$ cat config.mk
export PLATFORM = sky130hd
export DESIGN_NAME = xml_decl_encoding_scanner
export DESIGN_NICKNAME = d
export VERILOG_FILES = /design/src/rtl/xdes_pkg.sv /design/src/rtl/xdes_front.sv /design/src/rtl/xdes_queue.sv /design/src/rtl/xdes_back.sv /design/src/rtl/xml_decl_encoding_scanner.sv
export SDC_FILE = /design/constraint.sdc
export NUM_CORES = 1
export LEC_CHECK = 0
export BUFFER_PORTS_ARGS = -buffer_cell sky130_fd_sc_hd__buf_2
export CAP_MARGIN = 20
export CORE_MARGIN = 5
export CORE_UTILIZATION = 26
export DETAILED_ROUTE_END_ITERATION = 16
export HOLD_SLACK_MARGIN = 0.02
export MAX_ROUTING_LAYER = met4
export PLACE_DENSITY = 0.39
export SLEW_MARGIN = 20
export SYNTH_ARGS = -nofsm -noshare
export SYNTH_HDL_FRONTEND = slang
export SYNTH_SLANG_ARGS = --single-unit
$ cat constraint.sdc
create_clock -name clk -period 5.37 [get_ports clk]
set_input_delay 0.2685 -clock clk [delete_from_list [all_inputs] [get_ports clk]]
set_output_delay 0.2685 -clock clk [all_outputs]
set_load 0.02 [all_outputs]
$ cat src/rtl/xdes_pkg.sv
// ----------------------------------------------------------------------------
// xdes_pkg
// Shared types and constants for the XML declaration encoding scanner.
// ----------------------------------------------------------------------------
`default_nettype none

package xdes_pkg;

  localparam int OFFSET_BITS_DEF = 16;
  localparam int UNIT_BITS       = 21;
  localparam int QUEUE_DEPTH_DEF = 2;

  // pseudo-attribute name searched for
  localparam int                  TARGET_LEN  = 8;
  localparam logic [0:7][7:0]     TARGET_NAME = "encoding";
  localparam int                  NAME_IDX_BITS = $clog2(TARGET_LEN);
  localparam logic [3:0]          NAME_LEN_MAX  = 4'd15;

  localparam logic [UNIT_BITS-1:0] CH_SPACE  = 21'h20;
  localparam logic [UNIT_BITS-1:0] CH_TAB    = 21'h09;
  localparam logic [UNIT_BITS-1:0] CH_CR     = 21'h0D;
  localparam logic [UNIT_BITS-1:0] CH_LF     = 21'h0A;
  localparam logic [UNIT_BITS-1:0] CH_QMARK  = 21'h3F;
  localparam logic [UNIT_BITS-1:0] CH_GT     = 21'h3E;
  localparam logic [UNIT_BITS-1:0] CH_EQ     = 21'h3D;
  localparam logic [UNIT_BITS-1:0] CH_DQUOTE = 21'h22;
  localparam logic [UNIT_BITS-1:0] CH_SQUOTE = 21'h27;
  localparam logic [UNIT_BITS-1:0] CH_UC_A   = 21'h41;
  localparam logic [UNIT_BITS-1:0] CH_UC_Z   = 21'h5A;
  localparam logic [UNIT_BITS-1:0] CH_LC_A   = 21'h61;
  localparam logic [UNIT_BITS-1:0] CH_LC_Z   = 21'h7A;

  typedef enum logic [2:0] {
    ST_MORE   = 3'd0,
    ST_END    = 3'd1,
    ST_FOUND  = 3'd2,
    ST_EMPTYN = 3'd3,
    ST_NOEQ   = 3'd4,
    ST_NOQ    = 3'd5,
    ST_EMPTYV = 3'd6
  } status_t;

  typedef enum logic [2:0] {
    PH_WS_NAME,
    PH_QMARK,
    PH_NAME,
    PH_WS_EQ,
    PH_WS_QUOTE,
    PH_VAL_FIRST,
    PH_VAL
  } phase_t;

  // classified code unit, as carried from front to back
  typedef struct packed {
    logic                  ws;
    logic                  qmark;
    logic                  gt;
    logic                  eq;
    logic                  dquote;
    logic                  squote;
    logic                  letter;
    logic [TARGET_LEN-1:0] name_hit;
    logic                  last;
  } unit_class_t;

endpackage

`default_nettype wire

$ cat src/rtl/xdes_front.sv
// ----------------------------------------------------------------------------
// xdes_front
// Input side: accepts code units and reduces each to a small class record.
// ----------------------------------------------------------------------------
`default_nettype none

module xdes_front import xdes_pkg::*; (
  input  wire logic                 in_valid,
  output logic                      in_ready,
  input  wire logic [UNIT_BITS-1:0] code_unit,
  input  wire logic                 last_unit,
  input  wire logic                 q_full,
  output logic                      q_push,
  output unit_class_t               q_wdata
);

  always_comb begin
    q_wdata        = '0;
    q_wdata.ws     = (code_unit == CH_SPACE) || (code_unit == CH_TAB) ||
                     (code_unit == CH_CR) || (code_unit == CH_LF);
    q_wdata.qmark  = (code_unit == CH_QMARK);
    q_wdata.gt     = (code_unit == CH_GT);
    q_wdata.eq     = (code_unit == CH_EQ);
    q_wdata.dquote = (code_unit == CH_DQUOTE);
    q_wdata.squote = (code_unit == CH_SQUOTE);
    q_wdata.letter = ((code_unit >= CH_LC_A) && (code_unit <= CH_LC_Z)) ||
                     ((code_unit >= CH_UC_A) && (code_unit <= CH_UC_Z));
    for (int i = 0; i < TARGET_LEN; i++) begin
      q_wdata.name_hit[i] = (code_unit == {{(UNIT_BITS-8){1'b0}}, TARGET_NAME[i]});
    end
    q_wdata.last   = last_unit;
  end

  assign in_ready = !q_full;
  assign q_push   = in_valid && in_ready;

endmodule

`default_nettype wire

$ cat src/rtl/xdes_queue.sv
// ----------------------------------------------------------------------------
// xdes_queue
// Short FIFO of classified units between the front and the back.
// ----------------------------------------------------------------------------
`default_nettype none

module xdes_queue import xdes_pkg::*; #(
  parameter int DEPTH = QUEUE_DEPTH_DEF
) (
  input  wire logic        clk,
  input  wire logic        rst,
  input  wire logic        push,
  input  wire unit_class_t wdata,
  input  wire logic        pop,
  output unit_class_t      rdata,
  output logic             not_empty,
  output logic             full
);

  localparam int PTR_BITS = (DEPTH > 1) ? $clog2(DEPTH) : 1;
  localparam int CNT_BITS = $clog2(DEPTH + 1);
  localparam logic [PTR_BITS-1:0] PTR_LAST = PTR_BITS'(DEPTH - 1);
  localparam logic [CNT_BITS-1:0] CNT_FULL = CNT_BITS'(DEPTH);

  unit_class_t         entries [DEPTH];
  logic [PTR_BITS-1:0] wr_ptr;
  logic [PTR_BITS-1:0] rd_ptr;
  logic [CNT_BITS-1:0] count;

  assign not_empty = (count != '0);
  assign full      = (count == CNT_FULL);
  assign rdata     = entries[rd_ptr];

  always_ff @(posedge clk) begin
    if (push) begin
      entries[wr_ptr] <= wdata;
    end
  end

  always_ff @(posedge clk) begin
    if (rst) begin
      wr_ptr <= '0;
      rd_ptr <= '0;
      count  <= '0;
    end else begin
      if (push) begin
        wr_ptr <= (wr_ptr == PTR_LAST) ? '0 : wr_ptr + 1'b1;
      end
      if (pop) begin
        rd_ptr <= (rd_ptr == PTR_LAST) ? '0 : rd_ptr + 1'b1;
      end
      if (push && !pop) begin
        count <= count + 1'b1;
      end else if (pop && !push) begin
        count <= count - 1'b1;
      end
    end
  end

endmodule

`default_nettype wire

$ cat src/rtl/xdes_back.sv
// ----------------------------------------------------------------------------
// xdes_back
// Scan state machine over classified units, with the result register.
// ----------------------------------------------------------------------------
`default_nettype none

module xdes_back import xdes_pkg::*; #(
  parameter int OFFSET_BITS = OFFSET_BITS_DEF
) (
  input  wire logic                   clk,
  input  wire logic                   rst,
  input  wire unit_class_t            q_rdata,
  input  wire logic                   q_not_empty,
  output logic                        q_pop,
  output logic                        out_valid,
  input  wire logic                   out_ready,
  output logic [2:0]                  status,
  output logic [OFFSET_BITS-1:0]      value_start,
  output logic [OFFSET_BITS-1:0]      value_end
);

  localparam logic [OFFSET_BITS-1:0] POS_MAX = '1;

  phase_t                   phase, phase_next;
  logic [OFFSET_BITS-1:0]   position, position_next;
  logic [3:0]               name_length, name_length_next;
  logic                     name_matches, name_matches_next;
  logic                     quote_is_single, quote_is_single_next;
  logic [OFFSET_BITS-1:0]   start_offset, start_offset_next;
  logic                     decided, decided_next;

  logic                     res_valid;
  status_t                  res_status;
  logic [OFFSET_BITS-1:0]   res_start;
  logic [OFFSET_BITS-1:0]   res_end;
  logic                     close_hit;
  logic [3:0]               len_inc;

  assign q_pop     = q_not_empty && (!out_valid || out_ready);
  assign close_hit = quote_is_single ? q_rdata.squote : q_rdata.dquote;

  always_ff @(posedge clk) begin
    if (rst) begin
      phase           <= PH_WS_NAME;
      position        <= '0;
      name_length     <= '0;
      name_matches    <= 1'b1;
      quote_is_single <= 1'b0;
      start_offset    <= '0;
      decided         <= 1'b0;
    end else if (q_pop) begin
      phase           <= phase_next;
      position        <= position_next;
      name_length     <= name_length_next;
      name_matches    <= name_matches_next;
      quote_is_single <= quote_is_single_next;
      start_offset    <= start_offset_next;
      decided         <= decided_next;
    end
  end

  always_comb begin
    phase_next           = phase;
    name_length_next     = name_length;
    name_matches_next    = name_matches;
    quote_is_single_next = quote_is_single;
    start_offset_next    = start_offset;
    decided_next         = decided;
    res_valid            = 1'b0;
    res_status           = ST_MORE;
    res_start            = '0;
    res_end              = '0;
    len_inc              = (name_length < NAME_LEN_MAX) ? name_length + 1'b1 : name_length;

    if (!decided) begin
      unique case (phase)
        PH_WS_NAME: begin
          if (q_rdata.ws) begin
          end else if (q_rdata.qmark) begin
            if (q_rdata.last) begin
              res_valid  = 1'b1;
              res_status = ST_EMPTYN;
            end else begin
              phase_next = PH_QMARK;
            end
          end else if (q_rdata.letter) begin
            // first letter of a new name
            name_length_next  = 4'd1;
            name_matches_next = q_rdata.name_hit[0];
            phase_next        = PH_NAME;
          end else begin
            res_valid  = 1'b1;
            res_status = ST_EMPTYN;
          end
        end
        PH_QMARK: begin
          res_valid  = 1'b1;
          res_status = q_rdata.gt ? ST_END : ST_EMPTYN;
        end
        PH_NAME: begin
          if (q_rdata.letter) begin
            if ((name_length >= 4'(TARGET_LEN)) ||
                !q_rdata.name_hit[name_length[NAME_IDX_BITS-1:0]]) begin
              name_matches_next = 1'b0;
            end
            name_length_next = len_inc;
          end else if (q_rdata.ws) begin
            phase_next = PH_WS_EQ;
          end else if (q_rdata.eq) begin
            phase_next = PH_WS_QUOTE;
          end else begin
            res_valid  = 1'b1;
            res_status = ST_NOEQ;
          end
        end
        PH_WS_EQ: begin
          if (q_rdata.ws) begin
          end else if (q_rdata.eq) begin
            phase_next = PH_WS_QUOTE;
          end else begin
            res_valid  = 1'b1;
            res_status = ST_NOEQ;
          end
        end
        PH_WS_QUOTE: begin
          if (q_rdata.ws) begin
          end else if (q_rdata.dquote || q_rdata.squote) begin
            quote_is_single_next = q_rdata.squote;
            start_offset_next    = (position < POS_MAX) ? position + 1'b1 : POS_MAX;
            phase_next           = PH_VAL_FIRST;
          end else begin
            res_valid  = 1'b1;
            res_status = ST_NOQ;
          end
        end
        PH_VAL_FIRST: begin
          if (close_hit) begin
            res_valid  = 1'b1;
            res_status = ST_EMPTYV;
          end else begin
            phase_next = PH_VAL;
          end
        end
        PH_VAL: begin
          if (close_hit) begin
            if ((name_length == 4'(TARGET_LEN)) && name_matches) begin
              res_valid  = 1'b1;
              res_status = ST_FOUND;
              res_start  = start_offset;
              res_end    = position;
            end else begin
              phase_next = PH_WS_NAME;
            end
          end
        end
        default: begin
          phase_next = PH_WS_NAME;
        end
      endcase
      if (!res_valid && q_rdata.last) begin
        res_valid  = 1'b1;
        res_status = ST_MORE;
      end
    end

    position_next = (position < POS_MAX) ? position + 1'b1 : POS_MAX;
    if (res_valid) begin
      decided_next = 1'b1;
    end

    // end of buffer: restart the scan
    if (q_rdata.last) begin
      phase_next           = PH_WS_NAME;
      position_next        = '0;
      name_length_next     = '0;
      name_matches_next    = 1'b1;
      quote_is_single_next = 1'b0;
      start_offset_next    = '0;
      decided_next         = 1'b0;
    end
  end

  // result register
  always_ff @(posedge clk) begin
    if (rst) begin
      out_valid <= 1'b0;
    end else if (q_pop && res_valid) begin
      out_valid <= 1'b1;
    end else if (out_ready) begin
      out_valid <= 1'b0;
    end
  end

  always_ff @(posedge clk) begin
    if (q_pop && res_valid) begin
      status      <= res_status;
      value_start <= res_start;
      value_end   <= res_end;
    end
  end

endmodule

`default_nettype wire

$ cat src/rtl/xml_decl_encoding_scanner.sv
// ----------------------------------------------------------------------------
// xml_decl_encoding_scanner
// Finds the encoding pseudo-attribute in the text after an XML declaration.
// ----------------------------------------------------------------------------
// Input channel (in_valid/in_ready): one code unit per transaction, with
// last_unit set on the final unit of a buffer. Output channel
// (out_valid/out_ready): exactly one status per buffer, carried on the
// unit that decides it, or on the last unit as need-more. When the status
// is found, value_start and value_end give the offsets of the first value
// character and of the closing quote; otherwise both are zero.
// Throughput: one unit per cycle while no result is stalled. A front stage
// classifies each unit into a two-entry queue; the back state machine takes
// one entry per cycle while no result is stalled, and loads the result
// register. Each unit passes through its queue entry, and the result it
// decides is registered before it shows on out_valid.
// When out_ready is low with a result waiting, the back holds; the queue
// then fills and in_ready drops once it holds two units.
// Reset clears the queue, out_valid and the scan state; the block is
// ready for units as soon as reset is released.
// ----------------------------------------------------------------------------
`default_nettype none

module xml_decl_encoding_scanner import xdes_pkg::*; #(
  parameter int OFFSET_BITS = OFFSET_BITS_DEF
) (
  input  wire logic                   clk,
  input  wire logic                   rst,
  input  wire logic                   in_valid,
  output logic                        in_ready,
  input  wire logic [UNIT_BITS-1:0]   code_unit,
  input  wire logic                   last_unit,
  output logic                        out_valid,
  input  wire logic                   out_ready,
  output logic [2:0]                  status,
  output logic [OFFSET_BITS-1:0]      value_start,
  output logic [OFFSET_BITS-1:0]      value_end
);

  unit_class_t q_wdata;
  unit_class_t q_rdata;
  logic        q_push;
  logic        q_pop;
  logic        q_full;
  logic        q_not_empty;

  xdes_front u_front (
    .in_valid  (in_valid),
    .in_ready  (in_ready),
    .code_unit (code_unit),
    .last_unit (last_unit),
    .q_full    (q_full),
    .q_push    (q_push),
    .q_wdata   (q_wdata)
  );

  xdes_queue #(
    .DEPTH (QUEUE_DEPTH_DEF)
  ) u_queue (
    .clk       (clk),
    .rst       (rst),
    .push      (q_push),
    .wdata     (q_wdata),
    .pop       (q_pop),
    .rdata     (q_rdata),
    .not_empty (q_not_empty),
    .full      (q_full)
  );

  xdes_back #(
    .OFFSET_BITS (OFFSET_BITS)
  ) u_back (
    .clk         (clk),
    .rst         (rst),
    .q_rdata     (q_rdata),
    .q_not_empty (q_not_empty),
    .q_pop       (q_pop),
    .out_valid   (out_valid),
    .out_ready   (out_ready),
    .status      (status),
    .value_start (value_start),
    .value_end   (value_end)
  );

endmodule

`default_nettype wire

== Word-level counts from Yosys, hierarchy flattened ==
Memories as Yosys holds them, arrays and structs flattened. A register that Yosys moved wholly into a read port is not among the register bits.
Index checks and enable logic that the tools add are counted.

* Bits in registers: 82
* RAM bits: 32
* Input bits: 26
* Word-level logic and storage cells: 198
* Memories: 1

* $add $sub $neg: 6
* Order comparisons: 8
* Equal/unequal tests: 41
* Multiplexer cells: 88
* Bitwise logic cells: 3
* Reduce and logical (&&, ||, !) cells: 37

{| class="wikitable"
|+ Memories
! name !! depth !! width !! read ports !! clocked after Yosys merged registers in !! wr ports !! line !! RTL
|-
| u_queue.entries || 2 || 16 || 1 || 1 || 1 || xdes_queue.sv:25 || <nowiki>unit_class_t entries [DEPTH];</nowiki>
|}

{| class="wikitable"
|+ Operators with widths
! cell !! count
|-
| == test 21 x 7 -> 1 bit, second input constant || 7
|-
| == test 21 x 6 -> 1 bit, second input constant || 6
|-
| 2-to-1 mux 16 bit || 7
|-
| 2-to-1 mux 3 bit || 23
|-
| == test 21 x 4 -> 1 bit, second input constant || 3
|-
| >= comparator 21 x 7 -> 1 bit, second input constant || 2
|-
| <= comparator 21 x 7 -> 1 bit, second input constant || 2
|-
| case mux 3 bit (7 select lines) || 2
|-
| 2-to-1 mux 1 bit || 39
|-
| 2-to-1 mux 4 bit || 7
|-
| != test 3 x 2 -> 1 bit, second input constant || 9
|-
| adder 16 x 1 -> 16 bit, second input constant || 1
|-
| less-than comparator 16 bit, second input constant || 1
|-
| AND reduction 8 bit || 2
|-
| 2-to-1 mux 2 bit || 6
|-
| != test 3 x 1 -> 1 bit, second input constant || 4
|-
| AND reduction 12 bit || 1
|-
| nonzero test 2 bit || 6
|-
| == test 3 bit, second input constant || 3
|-
| logical AND 1 bit || 9
|-
| case mux 4 bit (2 select lines) || 1
|-
| logical OR 1 bit || 7
|-
| case mux 1 bit (7 select lines) || 1
|-
| == test 3 x 2 -> 1 bit, second input constant || 2
|-
| other kinds (22) || 32
|}

== Logic depth before layout (Yosys ltp) ==
* Depth after elaboration: 12
* Mapped depth: 8
* Depth with buffers taken out: 7

== Hierarchy ==
From an unflattened synthesis, not the netlist that was laid out.

* Cells, all modules: 516
* Area, all modules: 5581.6 sq um

{| class="wikitable"
|+ Modules (own cells, without submodules)
! module !! instances !! cells an instance !! area an instance (sq um) !! seq. area each (sq um)
|-
| xdes_back || 1 || 401 || 3886.2 || 1911.8
|-
| xdes_queue || 1 || 72 || 1363.8 || 1061.0
|-
| xdes_front || 1 || 43 || 331.6 || 0.0
|}

== Worst setup path after synthesis ==
No wires, ideal clock.

* Path type: flip-flop to flip-flop
* From: reg (tool-made name)
* To: reg u_back.status[0] (enable)
* Setup time: 0.471 ns
* Arrival time: 3.804 ns
* Setup slack: 1.096 ns
* Cell stages (with the launch flop): 7
* Path buffers: 1
* Path through: dfxtp_1 buf_6 mux2i_1 mux2i_1 o32ai_2 nor4_2 nor3_1

{| class="wikitable"
|+ RTL lines
! what !! line !! RTL
|-
| to (signal assigned) || xdes_back.sv:196 || <nowiki>status <= res_status;</nowiki>
|-
| to (decl) || xdes_back.sv:17 || <nowiki>output logic [2:0] status,</nowiki>
|}

== Worst setup path in the final report ==
* From: reg u_back.phase[1]
* To: reg u_back.value_end[7] (enable)

* Longest elaborated chain between the ends: 8

{| class="wikitable"
|+ Ends and longest elaborated chain
! what !! line !! RTL
|-
| from (decl) || xdes_back.sv:24 || <nowiki>phase_t phase, phase_next;</nowiki>
|-
| from (signal assigned) || xdes_back.sv:52 || <nowiki>phase <= phase_next;</nowiki>
|-
| == test 3 bit, or another cell as far along || xdes_back.sv:76 || <nowiki>unique case (phase)</nowiki>
|-
| case mux 1 bit (7 select lines) * || xdes_back.sv:76 ||
|-
| 2-to-1 mux 1 bit * || xdes_back.sv:75 || <nowiki>if (!decided) begin</nowiki>
|-
| logical NOT 1 bit || xdes_back.sv:160 || <nowiki>if (!res_valid && q_rdata.last) begin</nowiki>
|-
| logical AND 1 bit || xdes_back.sv:160 ||
|-
| 2-to-1 mux 1 bit * || xdes_back.sv:160 ||
|-
| 2-to-1 mux 1 bit * || xdes_back.sv:75 ||
|-
| logical AND 1 bit * || xdes_back.sv:195 || <nowiki>if (q_pop && res_valid) begin</nowiki>
|-
| to (signal assigned) || xdes_back.sv:198 || <nowiki>value_end <= res_end;</nowiki>
|-
| to (decl) || xdes_back.sv:19 || <nowiki>output logic [OFFSET_BITS-1:0] value_end</nowiki>
|}

Every way passes the cells marked *; elsewhere a longest branch is shown, timed or not. The select of a mux whose other input is x is not followed.
A chain may end at the register's enable or synchronous reset.

==> results.json <==
{
  "status": "complete, no violations",
  "dieArea_um2": 23700,
  "grt_max_degree": 36,
  "grt_util_met1": 0.176,
  "pwr-share-clk": 0.352,
  "finalWirelength_um": 13900,
  "place.port_buffers": 62,
  "crit_slowest_cell": "dfxtp_1",
  "hp-class": "in2reg",
  "cts_resized": 0,
  "power.leakage_nw": 2.28,
  "maxCapViolCount": 0,
  "r2r_slack_ns": 2.62,
  "yosysWarnings": 0,
  "gr-total-overflow": 0,
  "crit_chain": "nor4b_1 -> nand3_1 -> a21oi_1 -> nor4_2 -> nor3_2 -> buf_4",
  "synth_edf_count": 65,
  "period_needed_ns": 2.75,
  "synth_nets": 522,
  "cts.sinks": 113,
  "final.setup_skew_ns": 0.00790,
  "reg2reg_depth": 6,
  "synthArstFlopShare": 0,
  "fin_util": 0.323,
  "path_depth": 6,
  "fmaxAchievable_mhz": 364,
  "dr.pass1.iters": 5,
  "crit_arrival_ns": 2.80,
  "rsz0062_at_grt": "no",
  "drt-vias-per-instance": 4.79,
  "placementRows": 52,
  "slew_headroom": 0.363,
  "syn2layout_area_growth_pct": 21.6,
  "worstReg2RegStart": "u_back.phase[1]",
  "grt_pass1_wl_um": 22700,
  "place_ws_ns": 2.27,
  "finalCritPeriodShare": 0.512,
  "fin_area_um2": 6550,
  "grtUsageMet3": 0.0332,
  "comb_power_share": 0.261,
  "power_switching_mw": 1.10,
  "die-width_um": 154,
  "synth.distinct_cells": 62,
  "ys_seq_area_frac": 0.541,
  "grt.busiest_layer": "met1",
  "h-tree-depth": 4,
  "irDropWorstVdd_uv": 227,
  "place_area_um2": 5950,
  "whs_path_depth": 1,
  "vias": 4000,
  "tightest_slew_ns": 0.948,
  "cts_inserted_buffers": 17,
  "setup_slack_ns": 2.62,
  "required_ns": 5.43,
  "crit_fanout": 35,
  "slowest_delay_ns": 0.73,
  "powerDensity_nw_per_um2": 491,
  "crit_type": "reg2reg",
  "drive_above_1_share": 0.221,
  "insertion_delay_ns": 0.41,
  "endpoint_kind": "flop",
  "cts_tree": "yes",
  "min_to": "u_queue.entries[0][0]",
  "worstSetupStartpointType": "flop",
  "core-area_um2": 20300,
  "seq_power_share": 0.388,
  "fin_setup_tns_ns": 0,
  "dp_cells": 803,
  "final_hold_viol_count": 0,
  "netlist_instances": 493,
  "synthFlopType": "edfxtp_1",
  "post-cts-setup-buffers": 0,
  "switching_share": 0.343,
  "ioPinCount": 63,
  "slew_viol_final": 0,
  "nets": 581,
  "synth.cell_area_um2": 5380,
  "n_antenna_cell": 0,
  "multiInputGateArea_um2": 2310,
  "ys_ff_latch": 113,
  "start_util": 0.265,
  "seqCellArea_um2": 2910,
  "holdWs_ns": 0.0594,
  "total_power_mw": 3.21,
  "holdBufCountCts": 0,
  "setup_viol": 0,
  "routabilityCongestion": 0.814,
  "post-dp-hpwl_um": 10100,
  "cts.path.max_buffers": 2,
  "grt_pass1_vias": 4002,
  "hold_start": "last_unit",
  "crit_family": "simple AND/OR/NAND/NOR gates",
  "die_h_um": 154,
  "use_met2": 0.174,
  "wire_per_inst_um": 16.6,
  "fill_cells": 2089,
  "drc": 0,
  "syn_area_per_cell_um2": 10.9,
  "timing.critical_path.buf_inv": 1,
  "dr.first_iter.drc_count": 253,
  "r2r_end": "u_back.value_end[7]",
  "layoutNonFillerInstCount": 835,
  "antenna_found_initial": 0,
  "grt_usage": 0.125,
  "postRouteAntennaNets": 0,
  "cts_root_buffer": "clkbuf_16",
  "power.internal_mw": 2.11,
  "clk_pin_slew_worst_paths_ns": 0.05
}
==> logic make-up after synthesis <==
logic type | share of synthesized area
buf+inv | 0.0314
compound gates | 0.120
fa+ha+maj | 0.00697
xor+xnor | 0.0179
mux | 0.0718
simple gates | 0.211
flops | 0.541
==> layout by cell type, fill, tap and decap left out, types with 3 or more instances in the layout <==
cell type / count
inv_6: 4
and3_1: 5
xnor2_1: 7
inv_1: 13
clkinvlp_4: 5
mux2i_1: 20
buf_4: 4
a22o_1: 6
nor2b_1: 4
buf_2: 62
mux4_2: 6
nand2_1: 36
o2bb2ai_1: 11
nor3_1: 12
nand4_1: 10
or3_1: 5
nor2_1: 47
nor4b_1: 4
and4_1: 4
nand3_1: 12
and2_1: 31
o21ai_0: 20
or4_1: 3
o2111ai_1: 4
nor3_2: 4
nor4_1: 8
edfxtp_1: 65
dfxtp_1: 47
nand2b_1: 10
xor2_1: 4
a311oi_1: 3
ha_1: 3
a21oi_1: 24
clkbuf_16: 17
o32ai_1: 5
==> worst max path at each step <==
stage / startpoint / end / slack, ns
global placement: flop / u_back.value_end[13] / 2.36
CTS: flop / u_back.status[1] / 2.27
detailed placement: flop / u_back.value_end[15] / 2.27
floorplan: flop / u_back.status[0] / 1.10
global route: u_back.phase[1] / u_back.value_end[3] / 2.34
finish: u_back.phase[1] / u_back.value_end[7] / 2.62
==> power groups by stage <==
stage               combinational [mW]  sequential (mW)  clock [mW]
floorplan                        0.447             1.38           0
global placement                 0.843             1.26           0
CTS                              0.850             1.25        1.16
global route                     0.912             1.27        1.20
detailed placement               0.847             1.27           0
finish                           0.837             1.24        1.13
==> synth_stat cells (6+ instances only) <==
cell / number / area, µm²
nand3_1: 12 / 60.1
o21ai_0: 20 / 100
inv_1: 13 / 48.8
edfxtp_1: 65 / 1950
a21oi_1: 24 / 120
xnor2_1: 7 / 61.3
nor2_1: 47 / 176
mux2i_1: 20 / 200
and2_1: 31 / 194
buf_2: 6 / 30.0
nor4_1: 8 / 50.1
nand2b_1: 10 / 62.6
nand4_1: 10 / 62.6
mux4_2: 6 / 135
a22o_1: 6 / 52.6
dfxtp_1: 48 / 961
nor3_1: 13 / 65.1
o2bb2ai_1: 11 / 96.3
nand2_1: 36 / 135
clkbuf_1: 15 / 56.3
==> metal layers <==
layer	part of all wire	wire [µm]	vias up
li1	-	-	1977
met3	0.059	815	16
met2	0.42	5780	136
met4	0.016	222	0
met1	0.51	7080	1871
met5	0	0	-
==> state kept, by name (all words and copies together), names as in the netlist, named ones only <==
name	count
u_back.name_length	4
u_back.out_valid	1
u_back.name_matches	1
u_back.start_offset	16
u_back.value_end	16
u_back.status	3
u_back.decided	1
u_queue.entries	30
u_back.position	16
u_queue.wr_ptr	1
u_queue.count	2
u_back.value_start	16
u_queue.rd_ptr	1
u_back.phase	3
u_back.quote_is_single	1
==> worst register-to-register path, stage by stage (launching register included) <==
cell and delay [ns]:
dfxtp_1 0.73, nor4b_1 0.41, nand3_1 0.29, a21oi_1 0.30
nor4_2 0.09, nor3_2 0.11, buf_4 0.43
==> final cells by class <==
| class | instances | share of cell area |
|---|---|---|
| sequential | 113 | 0.445 |
| multi-input combinational | 341 | 0.353 |
| clock buffer | 18 | 0.0671 |
| timing repair buffer | 66 | 0.0520 |
| tap | 270 | 0.0516 |
| clock inverter | 14 | 0.0237 |
| inverter | 13 | 0.00745 |
Note: power is estimated with default switching activity, not from simulation.
